File: src/afc_pkg.sv
// ============================================================================
// afc_pkg
// Shared types, constants and tables for the affine cipher character unit.
// ============================================================================
package afc_pkg;

   // Alphabet size and symbol string (first character in the top byte).
   localparam int SymCount = 69;
   localparam logic [SymCount*8-1:0] SymString =
      "abcdefghijklmnopqrstuvwxyz,.-_ABCDEFGHIJKLMNOPQRSTUVWXYZ 0123456789()";

   // floor(p * RecipMult / 2^RecipShift) == floor(p / 69) for every 13-bit p
   localparam int RecipMult  = 7599;
   localparam int RecipShift = 19;

   // Register indexes on the configuration port
   localparam logic [1:0] RegMultKey  = 2'd0;
   localparam logic [1:0] RegShiftKey = 2'd1;
   localparam logic [1:0] RegMode     = 2'd2;

   localparam logic ModeEncrypt = 1'b0;
   localparam logic ModeDecrypt = 1'b1;

   // Key words derived from the registers, held for the pipeline
   typedef struct packed {
      logic [6:0] mult;     // a mod 69
      logic [6:0] inv;      // inverse of a mod 69, zero when none
      logic [6:0] shift;    // b mod 69
      logic       mode;
      logic       bad;      // a has no inverse
   } key_type;

   typedef struct packed {
      logic       valid;
      logic [7:0] char_b;
      logic       found;
      logic [6:0] idx;
   } s1_type;

   typedef struct packed {
      logic        valid;
      logic [7:0]  char_b;
      logic        found;
      logic        map_en;
      logic        bad;
      logic [12:0] prod;
   } s2_type;

   typedef struct packed {
      logic        valid;
      logic [7:0]  char_b;
      logic        found;
      logic        map_en;
      logic        bad;
      logic [12:0] prod;
      logic [6:0]  quot;
   } s3_type;

   // Symbol at an alphabet index (idx below SymCount)
   function automatic logic [7:0] sym_of(input logic [6:0] idx);
      int pos;
      pos = 8 * (SymCount - 1 - int'(idx));
      return SymString[pos +: 8];
   endfunction

   // Alphabet index of a byte; lowest index wins
   function automatic logic [7:0] index_of(input logic [7:0] c);
      logic       found;
      logic [6:0] idx;
      found = 1'b0;
      idx   = '0;
      for (int k = SymCount - 1; k >= 0; k--) begin
         if (SymString[8*(SymCount-1-k) +: 8] == c) begin
            found = 1'b1;
            idx   = 7'(k);
         end
      end
      return {found, idx};
   endfunction

   // Multiplicative inverse mod 69, zero for keys sharing a factor with 69
   function automatic logic [6:0] inv_of(input logic [6:0] a);
      logic [6:0] r;
      case (a)
         7'd1:  r = 7'd1;   7'd2:  r = 7'd35;  7'd4:  r = 7'd52;  7'd5:  r = 7'd14;
         7'd7:  r = 7'd10;  7'd8:  r = 7'd26;  7'd10: r = 7'd7;   7'd11: r = 7'd44;
         7'd13: r = 7'd16;  7'd14: r = 7'd5;   7'd16: r = 7'd13;  7'd17: r = 7'd65;
         7'd19: r = 7'd40;  7'd20: r = 7'd38;  7'd22: r = 7'd22;  7'd25: r = 7'd58;
         7'd26: r = 7'd8;   7'd28: r = 7'd37;  7'd29: r = 7'd50;  7'd31: r = 7'd49;
         7'd32: r = 7'd41;  7'd34: r = 7'd67;  7'd35: r = 7'd2;   7'd37: r = 7'd28;
         7'd38: r = 7'd20;  7'd40: r = 7'd19;  7'd41: r = 7'd32;  7'd43: r = 7'd61;
         7'd44: r = 7'd11;  7'd47: r = 7'd47;  7'd49: r = 7'd31;  7'd50: r = 7'd29;
         7'd52: r = 7'd4;   7'd53: r = 7'd56;  7'd55: r = 7'd64;  7'd56: r = 7'd53;
         7'd58: r = 7'd25;  7'd59: r = 7'd62;  7'd61: r = 7'd43;  7'd62: r = 7'd59;
         7'd64: r = 7'd55;  7'd65: r = 7'd17;  7'd67: r = 7'd34;  7'd68: r = 7'd68;
         default: r = 7'd0;
      endcase
      return r;
   endfunction

endpackage

File: src/affine_cipher_char_unit.sv
// ============================================================================
// affine_cipher_char_unit
// Affine cipher over a 69-symbol alphabet, one character byte per beat.
// ============================================================================
// A byte taken into the stage-one register passes the stage-two, stage-three
// and output registers in turn and is taken by the receiver from the result
// ports on rsp_valid for one cycle.
// Throughput: one byte per cycle; busy never rises, since the four-stage
// pipeline has no stall and the receiver takes every result beat.
// Reset: synchronous, clears the stage valid bits and sets mult_key 1,
// shift_key 0, mode encrypt.
module affine_cipher_char_unit (
   input  logic        clock,
   input  logic        reset,
   // input channel
   input  logic        start,
   output logic        busy,
   input  logic [7:0]  req_in_char,
   // result channel
   output logic        rsp_valid,
   output logic [7:0]  rsp_out_char,
   output logic        rsp_in_alphabet,
   output logic        rsp_key_error,
   // configuration port
   input  logic        psel,
   input  logic        penable,
   input  logic        pwrite,
   input  logic [3:0]  paddr,
   input  logic [31:0] pwdata,
   output logic [31:0] prdata,
   output logic        pready
);

   // Configuration registers, kept as written (7, 7, 1 bits)
   logic [6:0]       mult_key_ff, mult_key_in;
   logic [6:0]       shift_key_ff, shift_key_in;
   logic             mode_ff, mode_in;

   // Key words derived once per cycle, held in a register so that the
   // reduction and inverse lookup stay out of the datapath stages
   afc_pkg::key_type key_ff, key_in;

   logic [1:0]       reg_idx;
   logic             cfg_wr;
   logic             accept;

   afc_pkg::s1_type  s1;
   afc_pkg::s2_type  s2;

   // ---------------------------------------------------------------------
   // Configuration port: writes complete in the access phase, no wait
   // states. Drop writes to addresses beyond the register list.
   // ---------------------------------------------------------------------
   assign pready  = 1'b1;
   assign reg_idx = paddr[3:2];
   assign cfg_wr  = psel && penable && pwrite && pready;

   always_comb begin
      mult_key_in  = mult_key_ff;
      shift_key_in = shift_key_ff;
      mode_in      = mode_ff;
      if (cfg_wr) begin
         case (reg_idx)
            afc_pkg::RegMultKey:  mult_key_in  = pwdata[6:0];
            afc_pkg::RegShiftKey: shift_key_in = pwdata[6:0];
            afc_pkg::RegMode:     mode_in      = pwdata[0];
            default: ;
         endcase
      end
   end

   always_comb begin
      case (reg_idx)
         afc_pkg::RegMultKey:  prdata = {25'd0, mult_key_ff};
         afc_pkg::RegShiftKey: prdata = {25'd0, shift_key_ff};
         afc_pkg::RegMode:     prdata = {31'd0, mode_ff};
         default:              prdata = '0;
      endcase
   end

   // ---------------------------------------------------------------------
   // Key derivation: reduce both keys mod 69 (one subtract suffices for a
   // 7-bit key), look up the inverse; a zero inverse marks a bad key.
   // ---------------------------------------------------------------------
   always_comb begin
      if (mult_key_ff >= 7'(afc_pkg::SymCount)) begin
         key_in.mult = mult_key_ff - 7'(afc_pkg::SymCount);
      end else begin
         key_in.mult = mult_key_ff;
      end
      if (shift_key_ff >= 7'(afc_pkg::SymCount)) begin
         key_in.shift = shift_key_ff - 7'(afc_pkg::SymCount);
      end else begin
         key_in.shift = shift_key_ff;
      end
      key_in.inv  = afc_pkg::inv_of(key_in.mult);
      key_in.bad  = (key_in.inv == 7'd0);
      key_in.mode = mode_ff;
   end

   always_ff @(posedge clock) begin
      key_ff <= key_in;
      if (reset) begin
         mult_key_ff  <= 7'd1;
         shift_key_ff <= 7'd0;
         mode_ff      <= afc_pkg::ModeEncrypt;
      end else begin
         mult_key_ff  <= mult_key_in;
         shift_key_ff <= shift_key_in;
         mode_ff      <= mode_in;
      end
   end

   // ---------------------------------------------------------------------
   // Datapath: lookup -> affine product -> quotient -> remainder/symbol.
   // Every stage advances every cycle; valid bits travel with the beat.
   // ---------------------------------------------------------------------
   assign busy   = 1'b0;
   assign accept = start && !busy;

   afc_lookup u_lookup (
      .clock   (clock),
      .reset   (reset),
      .accept  (accept),
      .in_char (req_in_char),
      .s1      (s1)
   );

   afc_affine u_affine (
      .clock (clock),
      .reset (reset),
      .key   (key_ff),
      .s1    (s1),
      .s2    (s2)
   );

   afc_reduce u_reduce (
      .clock           (clock),
      .reset           (reset),
      .s2              (s2),
      .rsp_valid       (rsp_valid),
      .rsp_out_char    (rsp_out_char),
      .rsp_in_alphabet (rsp_in_alphabet),
      .rsp_key_error   (rsp_key_error)
   );

endmodule

File: src/afc_lookup.sv
// ============================================================================
// afc_lookup
// Stage one: capture the byte and find its alphabet index.
// ============================================================================
module afc_lookup (
   input  logic            clock,
   input  logic            reset,
   input  logic            accept,
   input  logic [7:0]      in_char,
   output afc_pkg::s1_type s1
);

   afc_pkg::s1_type s1_ff;
   afc_pkg::s1_type s1_in;
   logic [7:0]      hit;

   always_comb begin
      hit          = afc_pkg::index_of(in_char);
      s1_in.valid  = accept;
      s1_in.char_b = in_char;
      s1_in.found  = hit[7];
      s1_in.idx    = hit[6:0];
   end

   always_ff @(posedge clock) begin
      if (reset) begin
         s1_ff <= '0;
      end else begin
         s1_ff <= s1_in;
      end
   end

   assign s1 = s1_ff;

endmodule

File: src/afc_affine.sv
// ============================================================================
// afc_affine
// Stage two: form the affine product before reduction.
// ============================================================================
module afc_affine (
   input  logic            clock,
   input  logic            reset,
   input  afc_pkg::key_type key,
   input  afc_pkg::s1_type s1,
   output afc_pkg::s2_type s2
);

   afc_pkg::s2_type s2_ff;
   afc_pkg::s2_type s2_in;
   logic [7:0]      diff;
   logic [6:0]      delta;
   logic [6:0]      mul_a;
   logic [6:0]      mul_b;
   logic [6:0]      addend;

   always_comb begin
      // decrypt distance (j - b) mod 69
      diff = {1'b0, s1.idx} - {1'b0, key.shift};
      if (diff[7]) begin
         delta = 7'(diff + 8'(afc_pkg::SymCount));
      end else begin
         delta = diff[6:0];
      end
      if (key.mode == afc_pkg::ModeDecrypt) begin
         mul_a  = key.inv;
         mul_b  = delta;
         addend = '0;
      end else begin
         mul_a  = key.mult;
         mul_b  = s1.idx;
         addend = key.shift;
      end
      s2_in.valid  = s1.valid;
      s2_in.char_b = s1.char_b;
      s2_in.found  = s1.found;
      s2_in.bad    = key.bad;
      s2_in.map_en = s1.found && !((key.mode == afc_pkg::ModeDecrypt) && key.bad);
      s2_in.prod   = 13'(mul_a) * 13'(mul_b) + 13'(addend);
   end

   always_ff @(posedge clock) begin
      if (reset) begin
         s2_ff <= '0;
      end else begin
         s2_ff <= s2_in;
      end
   end

   assign s2 = s2_ff;

endmodule

File: src/afc_reduce.sv
// ============================================================================
// afc_reduce
// Stages three and four: reduce mod 69 and map back to a symbol.
// ============================================================================
module afc_reduce (
   input  logic            clock,
   input  logic            reset,
   input  afc_pkg::s2_type s2,
   output logic            rsp_valid,
   output logic [7:0]      rsp_out_char,
   output logic            rsp_in_alphabet,
   output logic            rsp_key_error
);

   afc_pkg::s3_type s3_ff;
   afc_pkg::s3_type s3_in;
   logic [25:0]     recip;
   logic [12:0]     rem;
   logic            valid_ff, valid_in;
   logic [7:0]      char_ff, char_in;
   logic            found_ff, found_in;
   logic            bad_ff, bad_in;

   // quotient by reciprocal multiply
   always_comb begin
      recip          = 26'(s2.prod) * 26'(afc_pkg::RecipMult);
      s3_in.valid    = s2.valid;
      s3_in.char_b   = s2.char_b;
      s3_in.found    = s2.found;
      s3_in.map_en   = s2.map_en;
      s3_in.bad      = s2.bad;
      s3_in.prod     = s2.prod;
      s3_in.quot     = 7'(recip >> afc_pkg::RecipShift);
   end

   // remainder and symbol
   always_comb begin
      rem      = s3_ff.prod - 13'(s3_ff.quot) * 13'(afc_pkg::SymCount);
      valid_in = s3_ff.valid;
      char_in  = s3_ff.map_en ? afc_pkg::sym_of(rem[6:0]) : s3_ff.char_b;
      found_in = s3_ff.found;
      bad_in   = s3_ff.bad;
   end

   always_ff @(posedge clock) begin
      char_ff  <= char_in;
      found_ff <= found_in;
      bad_ff   <= bad_in;
      if (reset) begin
         s3_ff    <= '0;
         valid_ff <= 1'b0;
      end else begin
         s3_ff    <= s3_in;
         valid_ff <= valid_in;
      end
   end

   assign rsp_valid       = valid_ff;
   assign rsp_out_char    = char_ff;
   assign rsp_in_alphabet = found_ff;
   assign rsp_key_error   = bad_ff;

endmodule

File: config.mk
export PLATFORM = sky130hd
export DESIGN_NAME = affine_cipher_char_unit
export DESIGN_NICKNAME = d
export VERILOG_FILES = /design/src/afc_pkg.sv /design/src/affine_cipher_char_unit.sv /design/src/afc_lookup.sv /design/src/afc_affine.sv /design/src/afc_reduce.sv
export SDC_FILE = /design/constraint.sdc
export NUM_CORES = 1
export LEC_CHECK = 0
export BUFFER_PORTS_ARGS = -buffer_cell sky130_fd_sc_hd__buf_2
export CELL_PAD_IN_SITES_DETAIL_PLACEMENT = 0
export CELL_PAD_IN_SITES_GLOBAL_PLACEMENT = 1
export CORE_MARGIN = 5
export CORE_UTILIZATION = 43
export DETAILED_ROUTE_END_ITERATION = 6
export PLACE_DENSITY_LB_ADDON = 0.08
export SETUP_SLACK_MARGIN = 0.5
export SLEW_MARGIN = 20
export SYNTH_ARGS = -nofsm -noshare
export SYNTH_HDL_FRONTEND = slang
export SYNTH_SLANG_ARGS = --single-unit
File: constraint.sdc
create_clock -name clock -period 5.4 [get_ports clock]
set_input_delay 0.27 -clock clock [delete_from_list [all_inputs] [get_ports clock]]
set_output_delay 0.27 -clock clock [all_outputs]
set_load 0.01 [all_outputs]
After elaboration in Yosys (flattened, before gate mapping):

Memories as Yosys holds them, arrays and structs flattened.
Cells that the tools add are included.

* register bits: 117
* ROM bits: 896
* input port bits: 50
* output and inout bits: 45
* memories kept: 1

* $add $sub $neg: 7
* $mul: 3
* magnitude comparators: 2
* equal/unequal tests: 71
* shift-type cells: 1
* mux-type cells: 145
* reduce and logical (&&, ||, !) cells: 17

Memories
* (no name shown): words 128, bits a word 7, read ports 1, clocked after memory_dff 0, wr ports 0, RTL line afc_pkg.sv:84 `case (a)`

Operator list (number)
* $shiftx 552x32->8 const A: 1
* $eq 7x8->1 const A: 53
* $mux 6: 32
* $eq 6x8->1 const A: 16
* $mux 5: 16
* $mux 7: 11
* $mux 1: 70
* $reduce_or 65->1: 1
* $reduce_or 33->1: 1
* $mux 4: 8
* $mul 13x13->26 const B: 1
* $pmux 7 s3: 1
* $reduce_or 17->1: 1
* $ge 7x7->1 const B: 2
* $sub 7x7->7 const B: 2
* $add 13x7->13: 1
* $mul 7x7->13: 1
* $mux 3: 4
* $reduce_or 9->1: 1
* $mux 8: 1
* $sub 7x7->8: 1
* $sub 7x7->8 const A: 1
* $add 7x7->7 const B: 1
* $logic_not 7->1: 1
* 12 further kinds: 18

Logic depth before layout (Yosys ltp):

Gate-level depths: netlist of run 1.

* depth after elaboration: 70
* mapped depth: 27

Modules after synthesis:

From an unflattened synthesis of run 1, not the netlist that was laid out.

* cells, all modules: 1456
* area total of the unflattened synthesis: 12913.6 um^2

Modules (own cells, without submodules)
* afc_reduce: times used 1, cells each 541, area an instance 5297.6 um^2
* afc_affine: times used 1, cells each 349, area an instance 3051.7 um^2
* affine_cipher_char_unit: times used 1, cells each 370, area an instance 3044.2 um^2
* afc_lookup: times used 1, cells each 196, area an instance 1520.2 um^2

Worst setup path before layout of run 1:

Ideal clock, no wire load.

* path type: reg-to-reg
* start point: register key_ff[3] in the netlist's numbering
* end point: register u_affine.s2_ff (netlist bit u_affine.s2[12])
* library setup time: 72 ps
* arrival time: 5746 ps
* data required time: 5328 ps
* path slack: -418 ps
* cell stages (with the launch flop): 25
* clock period less this slack: 5818 ps
* path through: dfxtp_1 > inv_1 > ha_1 > nor2b_1 > o21ai_1 > a21boi_1 > o31ai_2 > a21oi_1 > or3_1 > a31oi_1 > nor2_1 > fa_1 > fa_1 > inv_1 > fa_1 > fa_1 > inv_1 > ha_1 > o21ai_0 > a21oi_1 > o21ai_0 > a21o_1 > a211oi_1 > or2_2 > mux2i_1

* word-level cells in the longest chain between the ends: 6
* elaborated cells on any way between the ends: 7
* those cells by class: add/sub: 3; mul: 1; mux: 3

Ends and longest elaborated chain
* from (decl): RTL line affine_cipher_char_unit.sv:41 `afc_pkg::key_type key_ff, key_in;`
* from (signal assigned): RTL line affine_cipher_char_unit.sv:102 `key_ff <= key_in;`
* $sub 7x7->8: RTL line afc_affine.sv:23 `diff = {1'b0, s1.idx} - {1'b0, key.shift};`
* $add 7x7->7: RTL line afc_affine.sv:25 `delta = 7'(diff + 8'(afc_pkg::SymCount));`
* $mux 7: RTL line afc_affine.sv:24 `if (diff[7]) begin`
* $mux 7: RTL line afc_affine.sv:29 `if (key.mode == afc_pkg::ModeDecrypt) begin`
* $mul 7x7->13: RTL line afc_affine.sv:43 `s2_in.prod = 13'(mul_a) * 13'(mul_b) + 13'(addend);`
* $add 13x7->13 *: RTL line afc_affine.sv:43
* to (signal assigned): RTL line afc_affine.sv:50 `s2_ff <= s2_in;`
* to (decl): RTL line afc_affine.sv:13 `afc_pkg::s2_type s2_ff;`

Mark *: on every way between the ends. The rest lies on a longest branch, timed or not.
A chain may end at the register's enable or synchronous reset.

Worst setup path after layout of run 1:

* start point: register u_lookup.s1_ff (netlist bit u_lookup.s1[0])
* end point: register u_affine.s2_ff (netlist bit u_affine.s2[10])

* word-level cells in the longest chain between the ends: 6

Ends and longest elaborated chain
* from (decl): RTL line afc_lookup.sv:13 `afc_pkg::s1_type s1_ff;`
* from (signal assigned): RTL line afc_lookup.sv:29 `s1_ff <= s1_in;`
* $sub 7x7->8: RTL line afc_affine.sv:23
* $add 7x7->7: RTL line afc_affine.sv:25
* $mux 7: RTL line afc_affine.sv:24
* $mux 7 *: RTL line afc_affine.sv:29
* $mul 7x7->13 *: RTL line afc_affine.sv:43
* $add 13x7->13 *: RTL line afc_affine.sv:43

Marks and branches as above.

==> results_dict.tcl, run 1 <==
set metrics [dict create \
    status "finished, violations left" \
    violations "negative setup slack" \
    worstPathMaxFanout 5 \
    synth-simple-area-share 0.162 \
    slowest_stage "fa_1" \
    antenna_left 0 \
    synth_xor_area_frac 0.0376 \
    min_from "start" \
    syn_area_per_cell_um2 8.89 \
    htree_num_levels 4 \
    row_count 62 \
    seqPwrFrac 0.351 \
    diodes 0 \
    startpoint "u_lookup.s1[0]" \
    r2r_setup_slack_ns -0.18 \
    die_w_um 181 \
    synth_fa_ha_area_frac 0.316 \
    finalNetCount 1802 \
    mappedNetlistArea_um2 12600 \
    track_usage 0.193 \
    coreArea_um2 28800 \
    rr_startpoint "u_lookup.s1[0]" \
    skew_ns 0.0187 \
    route.detailed.drc 0 \
    cp_top_family "adder cells" \
    gp_congestion 0.881 \
    min_period_ns 5.58 \
    ys_ff_latch 117 \
    final_common_cell "inv_1" \
    firstDrtPassIters 7 \
    worstSetupPathType "register to register" \
    worstSkewPairLatency_ns 0.42 \
    switching_share 0.309 \
    synthMuxAreaShare 0.0352 \
    synth_compound_area_frac 0.164 \
    tns_ns -0.351 \
    crit_required_ns 5.66 \
    layout_common_cells "inv_1, ha_1, dfxtp_1" \
    finalMaxSlewViolations 0 \
    cts_buffer_depth 2 \
    wl_per_cell_um 16.6 \
    slowest_delay_ns 0.51 \
    start_util 0.437 \
    first_iter_violations 416 \
    multiInputGateArea_um2 9530 \
    worst_slew_pin_slew_ns 0.968 \
    die_area_um2 32700 \
    grt_pass1_wl_mm 51.9 \
    power_leakage_nw 6.70 \
    yosysUniqueCellTypes 100 \
    synthCells 1414 \
    power.total_mw 2.57 \
    num-fill-cells 2794 \
    wirelength_mm 31.5 \
    via_per_inst 5.36 \
    synth-edff-count 0 \
    die_h_um 181 \
    startpoint_type "register" \
    seqCellArea_um2 2370 \
    syn2layout_area_growth_pct 16.1 \
    yosysWarnings 0 \
    drv_cap 0 \
    cp.arrival_ns 5.84 \
    dp_hpwl_mm 24.7 \
    power_density_nw_per_um2 176 \
    cts_buffers 17 \
    internal_power_mw 1.78 \
    end_kind "register" \
    slew_headroom 0.348 \
    crit_buf_inv 9 \
    clock-sinks 117 \
    hold_violations 0 \
    overflow 0 \
    yosysSeqAreaShare 0.186 \
    grt_pass1_vias 10100 \
    p_switching_mw 0.796 \
    clkPwrFrac 0.431 \
    final.period_utilization 1.03 \
    synth_top_family_by_area "adder cells" \
    drive_gt1_frac 0.201 \
    antenna_found_initial 2 \
    io_pins 95 \
    rsz0062_at_grt "yes" \
    cts.hold.buffers_added 0 \
    setup_viol 2 \
    fmax_ghz 0.179 \
    ir_drop_mv 0.192 \
    vias 10200 \
    cts_tree "built" \
    p_comb_frac 0.218 \
    ys.flop_type "dfxtp_1" \
    hp-class "input port to register" \
    cts_root_buf "clkbuf_16" \
    synthArstFlopShare 0 \
    setup_ws_ns -0.183 \
    clkSlewWorstSetupHoldPaths_ns 0.06 \
    place_ws_ns -0.261 \
    port_buffers 40 \
    grt_max_degree 83 \
]
==> stage by stage <==
stage	util	hold WS [ns]	area (µm²)	instances
after detailed placement	0.470	0.314	13500	1841
final	0.507	0.0841	14600	1895
after global placement	0.470	0.312	13500	1841
after global routing	0.507	0.0601	14600	1895
after CTS	0.499	0.0639	14400	1887
after floorplan	-	0.310	12800	1439
==> state kept, by name, summed over array words and instances, names as in the netlist, 7 cells and up <==
signal / count
u_reduce.s3_ff: 23
key_ff: 23
u_reduce.rsp_out_char: 8
u_lookup.s1: 17
mult_key_ff: 7
u_affine.s2: 25
shift_key_ff: 7
==> cells in the mapped netlist (30+ instances only) <==
library cell | number | area share
inv_1 | 187 | 0.056
ha_1 | 149 | 0.15
dfxtp_1 | 117 | 0.19
nor2_1 | 110 | 0.033
fa_1 | 105 | 0.17
nand2_1 | 64 | 0.019
nor2b_1 | 54 | 0.027
a21oi_1 | 43 | 0.017
o21ai_0 | 40 | 0.016
mux2i_1 | 35 | 0.028
clkbuf_1 | 34 | 0.010
xnor2_1 | 32 | 0.022
nand3_1 | 31 | 0.012
buf_4 | 30 | 0.018
nor3_1 | 30 | 0.012
==> power by group through the flow <==
| stage | clock network (mW) | registers [mW] | logic (mW) |
|---|---|---|---|
| floorplan | 0 | 0.921 | 0.399 |
| global placement | 0 | 0.924 | 0.523 |
| detailed placement | 0 | 0.924 | 0.523 |
| CTS | 1.14 | 0.905 | 0.545 |
| global route | 1.18 | 0.907 | 0.629 |
| finish | 1.11 | 0.904 | 0.560 |
==> cells by family after synthesis <==
logic type	after synthesis
AOI/OAI and AO/OA	278
DFF	117
adders and majority gates	254
other	2
muxes	43
buffers and inverters	283
and+or+nand+nor	388
xor gates and xnor gates	49
==> area by class of cell <==
cell class | count | area share
inverters | 193 | 0.0498
repair buffers | 130 | 0.0619
clock buffers | 18 | 0.0301
clock inverters | 14 | 0.00961
flip-flops and latches | 117 | 0.162
multi-input cells | 1039 | 0.653
well taps | 384 | 0.0329
==> worst paths after layout <==
path | depth (start not counted) | to
worst max-delay path | 25 | u_affine.s2[10]
worst min-delay path | 2 | u_lookup.s1[16]
worst max register to register | 25 | u_affine.s2[10]
worst min register to register | 0 | u_reduce.rsp_in_alphabet
==> repair_timing <==
action                     in CTS  in global routing
setup buffers                  14                  8
pin swaps                      37                 38
resized for setup              46                 31
setup endpoints to repair      13                 14
==> layer usage <==
| layer | global-route usage | part of all wire | routed length (µm) | vias to the layer above |
|---|---|---|---|---|
| met5 | 0 | 0 | 0 | - |
| met4 | 0.0546 | 0.023 | 711 | 0 |
| met3 | 0.0255 | 0.030 | 936 | 37 |
| met2 | 0.341 | 0.50 | 15800 | 215 |
| met1 | 0.247 | 0.45 | 14100 | 4935 |
| li1 | - | - | - | 4972 |
Power figures use the tool's default switching activity.
==> run 2, diff against run 1 <==
==> constraint.sdc (replaced) <==
create_clock -name clock -period 5.4 [get_ports clock]
set_input_delay 0.81 -clock clock [delete_from_list [all_inputs] [get_ports clock]]
set_output_delay 0.81 -clock clock [all_outputs]
set_load 0.01 [all_outputs]
==> run 2 against run 1 <==
  * The run still ends with negative setup slack left
  * Cell count fell by 0.21%
  * Total power up 4.3%
  * Clock-buffer cell count down 1
  * Clock power up 9.9%
  * Critical path type unchanged
==> results_dict.tcl, run 2 (same netlist as run 1, synthesis figures left out) <==
set metrics [dict create \
    min_from "u_reduce.bad_in" \
    violations "negative setup slack" \
    startpoint_type "register" \
    end_kind "register" \
    die_h_um 181 \
    power_leakage_nw 6.70 \
    dp_hpwl_mm 24.5 \
    first_iter_violations 429 \
    slew_headroom 0.388 \
    finalNetCount 1799 \
    p_switching_mw 0.787 \
    firstDrtPassIters 4 \
    syn2layout_area_growth_pct 16.3 \
    final.period_utilization 1.04 \
    finalMaxSlewViolations 0 \
    vias 10100 \
    ir_drop_mv 0.188 \
    die_area_um2 32700 \
    seqPwrFrac 0.337 \
    cts_root_buf "clkbuf_16" \
    rsz0062_at_grt "yes" \
    setup_viol 3 \
    diodes 0 \
    cts_buffer_depth 2 \
    largest_register_ffs 25 \
    overflow 0 \
    status "finished, violations left" \
    layout_common_cells "inv_1, ha_1, dfxtp_1" \
    worst_slew_pin_slew_ns 0.911 \
    grt_pass1_wl_mm 51.9 \
    worstSetupPathType "register to register" \
    internal_power_mw 1.90 \
    p_comb_frac 0.210 \
    whs_ns 0.328 \
    rr_startpoint "key_ff[2]" \
    setup_ws_ns -0.205 \
    cts_buffers 17 \
    clkPwrFrac 0.453 \
    final_common_cell "inv_1" \
    wirelength_mm 31.2 \
    min_to "u_reduce.rsp_key_error" \
    fmax_ghz 0.178 \
    hold_violations 0 \
    clock-sinks 117 \
    power_density_nw_per_um2 184 \
    die_w_um 181 \
    track_usage 0.192 \
    via_per_inst 5.32 \
    drv_cap 0 \
    power.total_mw 2.68 \
    r2r_setup_slack_ns -0.20 \
    holdPathStages 0 \
    start_util 0.437 \
    worstPathMaxFanout 4 \
    hp-class "register to register" \
    io_pins 95 \
    grt_pass1_vias 10200 \
    port_buffers 40 \
    grt_max_degree 83 \
    r2r_cells 24 \
    row_count 62 \
    r2r-end "u_affine.s2[12]" \
    htree_num_levels 4 \
    crit_required_ns 5.66 \
    skew_ns 0.0201 \
    clkSlewWorstSetupHoldPaths_ns 0.06 \
    min_period_ns 5.60 \
    drive_gt1_frac 0.194 \
    cp.arrival_ns 5.87 \
    antenna_found_initial 2 \
    cts_tree "built" \
    switching_share 0.293 \
    coreArea_um2 28800 \
    route.detailed.drc 0 \
    gp_congestion 0.849 \
    antenna_left 0 \
    worstSkewPairLatency_ns 0.43 \
    wl_per_cell_um 16.5 \
]
-- run 2: cell types whose count changed in the layout (fill, tap and decap cells not counted), moves of 3 or more --
cell / delta
fa_1: +4
bufinv_16: +3
buf_4: -4
nor2_2: +4
fa_2: -4
nor2_1: -4
ha_1: +3
-- run 2: power by group through the flow --
stage               combinational (mW)  clock (mW)  sequential [mW]
finish                           0.563        1.22            0.905
global route                     0.630        1.28            0.908
CTS                              0.546        1.25            0.905
detailed placement               0.525           0            0.924
global placement                 0.526           0            0.924
floorplan                        0.399           0            0.921
-- run 2: final cells by class --
cell class / count / area [µm²]
fillers: 2792 / 14200
flip-flops and latches: 117 / 2360
multi-input cells: 1039 / 9530
inverters: 193 / 731
repair buffers: 127 / 885
clock buffers: 17 / 425
well taps: 384 / 480
clock inverters: 14 / 200
-- run 2: per-layer routing --
layer	GRT usage	part of all wire	vias to the layer above	routed length (µm)
met5	0	0	-	0
met4	0.0498	0.020	0	619
met3	0.0275	0.035	43	1090
met2	0.349	0.51	214	15900
met1	0.239	0.44	4831	13600
li1	-	-	4972	-
-- run 2: through the flow --
stage | setup TNS, ns | setup slack, ns | utilization | cells | area, µm²
6_report | -0.398 | -0.205 | 0.508 | 1891 | 14600
5_1_grt | -1.46 | -0.435 | 0.508 | 1891 | 14600
4_1_cts | -0.329 | -0.157 | 0.500 | 1887 | 14400
3_5_place_dp | -0.936 | -0.300 | 0.471 | 1843 | 13500
3_3_place_gp | -0.776 | -0.275 | 0.471 | 1843 | 13500
2_1_floorplan | -0.0225 | -0.0225 | - | 1439 | 12800
-- run 2: how the worst max path moves through the flow --
stage | startpoint | to | slack, ns | cells after the start
finish | key_ff[2] | u_affine.s2[12] | -0.20 | 24
global route | key_ff[3] | u_affine.s2[12] | -0.44 | 24
CTS | u_lookup.s1[0] | u_affine.s2[12] | -0.16 | 24
detailed placement | key_ff[2] | u_affine.s2[12] | -0.30 | 23
global placement | key_ff[2] | u_affine.s2[12] | -0.28 | 24
floorplan | key_ff[3] | u_affine.s2[12] | -0.02 | 24
-- run 2: worst max-delay path, cell delays in order, from the launching register on --
cell      delay (ns)
dfxtp_4         0.37
ha_4            0.14
inv_2           0.04
fa_2            0.34
a21o_1          0.18
a21oi_2         0.17
buf_4           0.16
xnor2_4         0.13
nand2_2         0.08
a2111o_1        0.35
nand3_2         0.12
nand3b_1        0.11
fa_1            0.54
fa_1            0.43
fa_1            0.49
inv_1           0.05
fa_1            0.49
ha_4            0.30
inv_4           0.04
a21oi_4         0.14
o21ai_4         0.09
a21o_1          0.20
a211oi_2        0.25
or2_4           0.15
mux2i_1         0.07
-- run 2: repair_timing --
item	CTS	global route
pin swaps	25	27
endpoints found under the setup margin	14	15
hold buffers	0	0
gates resized for setup	34	42
buffers inserted	13	4
==> run 3, diff against run 2 <==
--- a/config.mk
+++ b/config.mk
@@ -8,10 +8,11 @@
 export BUFFER_PORTS_ARGS = -buffer_cell sky130_fd_sc_hd__buf_2
 export CELL_PAD_IN_SITES_DETAIL_PLACEMENT = 0
 export CELL_PAD_IN_SITES_GLOBAL_PLACEMENT = 1
+export CORE_ASPECT_RATIO = 0.9
 export CORE_MARGIN = 5
 export CORE_UTILIZATION = 43
 export DETAILED_ROUTE_END_ITERATION = 6
-export PLACE_DENSITY_LB_ADDON = 0.08
+export PLACE_DENSITY_LB_ADDON = 0.1
 export SETUP_SLACK_MARGIN = 0.5
 export SLEW_MARGIN = 20
 export SYNTH_ARGS = -nofsm -noshare
==> run 3 against run 2 <==
  * The run still ends with negative setup slack left
  * Register-to-register slack improved by 0.03 ns
  * Clock skew fell by 0.011 ns
  * Via count rose by 0.36%
  * Critical path type unchanged
  * Highest routed layer unchanged
  * Utilization rose by 0.30 points
  * Cell count rose by 1.3%
  * First-iteration DRC count rose by 7.2%
  * Fmax rose by 0.61%
  * Largest power group unchanged
  * Largest cell class unchanged
  * Global-route usage rose by 0.23 points
  * Total power fell by 2.5%
  * Die area barely moved
==> results_dict.tcl, run 3 (same netlist as run 1, synthesis figures left out) <==
set metrics [dict create \
    crit_buf_inv 8 \
    rsz0062_at_grt "yes" \
    worstSkewPairLatency_ns 0.44 \
    min_from "u_reduce.bad_in" \
    multiInputGateArea_um2 9590 \
    gp_congestion 0.829 \
    placed_area_um2 13600 \
    final.period_utilization 1.03 \
    coreArea_um2 28900 \
    path_common_cell "buf_4" \
    track_usage 0.194 \
    row_count 59 \
    htree_num_levels 4 \
    finalMaxSlewViolations 0 \
    hold_violations 0 \
    cts_tree "built" \
    cts_buffers 17 \
    power.total_mw 2.62 \
    port_buffers 40 \
    antenna_found_initial 0 \
    overflow 0 \
    power_leakage_nw 6.72 \
    firstDrtPassIters 5 \
    hp-class "register to register" \
    seqCellArea_um2 2370 \
    io_pins 95 \
    power_density_nw_per_um2 178 \
    slew_headroom 0.415 \
    clkSlewWorstSetupHoldPaths_ns 0.06 \
    worstSetupPathType "register to register" \
    syn2layout_area_growth_pct 17.3 \
    r2r-end "u_affine.s2[10]" \
    layout_common_cells "inv_1, ha_1, dfxtp_1" \
    largest_register_ffs 25 \
    holdPathStages 0 \
    wl_per_cell_um 16.1 \
    place_inst 1862 \
    num-fill-cells 2761 \
    antenna_left 0 \
    cts.hold.buffers_added 0 \
    violations "negative setup slack" \
    min_period_ns 5.57 \
    final_common_cell "inv_1" \
    via_per_inst 5.27 \
    end_kind "register" \
    slowest_stage "fa_1" \
    cp_top_family "adder cells" \
    whs_ns 0.340 \
    skew_ns 0.00938 \
    setup_viol 5 \
    first_iter_violations 460 \
    slowest_delay_ns 0.52 \
    fmax_ghz 0.180 \
    diodes 0 \
    clock-sinks 117 \
    start_util 0.435 \
    grt_pass1_wl_mm 51.3 \
    cp.arrival_ns 5.86 \
    drive_gt1_frac 0.208 \
    grt_max_degree 50 \
    worstPathMaxFanout 7 \
    setup_ws_ns -0.170 \
    design_area_um2 14700 \
    cts_root_buf "clkbuf_16" \
    die_w_um 190 \
    wirelength_mm 30.7 \
    layout.cells.non_filler 1915 \
    dp_hpwl_mm 24.1 \
    die_h_um 172 \
    drv_cap 0 \
    grt_pass1_vias 9947 \
    finalNetCount 1810 \
    die_area_um2 32700 \
    status "finished, violations left" \
    vias 10100 \
    min_to "u_reduce.rsp_key_error" \
    crit_required_ns 5.69 \
    cts_buffer_depth 2 \
    ir_drop_mv 0.213 \
    worst_slew_pin_slew_ns 0.878 \
    rr_startpoint "u_lookup.s1[0]" \
    route.detailed.drc 0 \
    r2r_setup_slack_ns -0.17 \
    startpoint_type "register" \
    fin_util 0.511 \
    r2r_cells 26 \
]
==> run 3: worst max path at each step <==
stage                              start         endpoint  slack [ns]  cells past startpoint
after global routing      u_lookup.s1[0]  u_affine.s2[12]       -0.43                     26
after CTS                 u_lookup.s1[0]  u_affine.s2[12]       -0.18                     26
final                     u_lookup.s1[0]  u_affine.s2[10]       -0.17                     26
after global placement    u_lookup.s1[0]  u_affine.s2[12]       -0.25                     25
after detailed placement       key_ff[2]  u_affine.s2[12]       -0.33                     24
after floorplan                key_ff[3]  u_affine.s2[12]       -0.02                     24
==> run 3: report_power, final <==
| part | total [mW] | internal (mW) | switching [mW] |
|---|---|---|---|
| clock | 1.15 | 0.693 | 0.456 |
| combinational | 0.565 | 0.237 | 0.328 |
| sequential | 0.904 | 0.887 | 0.0170 |
| total | 2.62 | 1.82 | 0.801 |
==> run 3: per-stage QoR <==
stage | setup WS, ns | setup TNS [ns]
finish | -0.170 | -0.700
global route | -0.429 | -2.04
global placement | -0.249 | -0.673
floorplan | -0.0225 | -0.0225
CTS | -0.181 | -0.620
detailed placement | -0.332 | -1.03
==> run 3: timing repair <==
item                       CTS  global route
hold endpoints to repair     0             0
gates resized for setup     46            46
setup buffers               11            10
setup endpoints to repair   15            14
pin swaps                   49            51
==> run 3: final cells by class <==
cell class,count,area share
clock buffer,18,0.0298
clock inverter,14,0.0104
inverter,193,0.0492
multi-input combinational,1039,0.650
sequential,117,0.161
tap,396,0.0336
timing repair buffer,138,0.0661
==> run 3: routing by layer <==
layer / track usage / vias to the layer above / part of all wire
met3: 0.0311 / 31 / 0.039
met1: 0.258 / 4857 / 0.46
met5: 0 / - / 0
met2: 0.329 / 213 / 0.48
met4: 0.0596 / 0 / 0.020
li1: - / 4995 / -
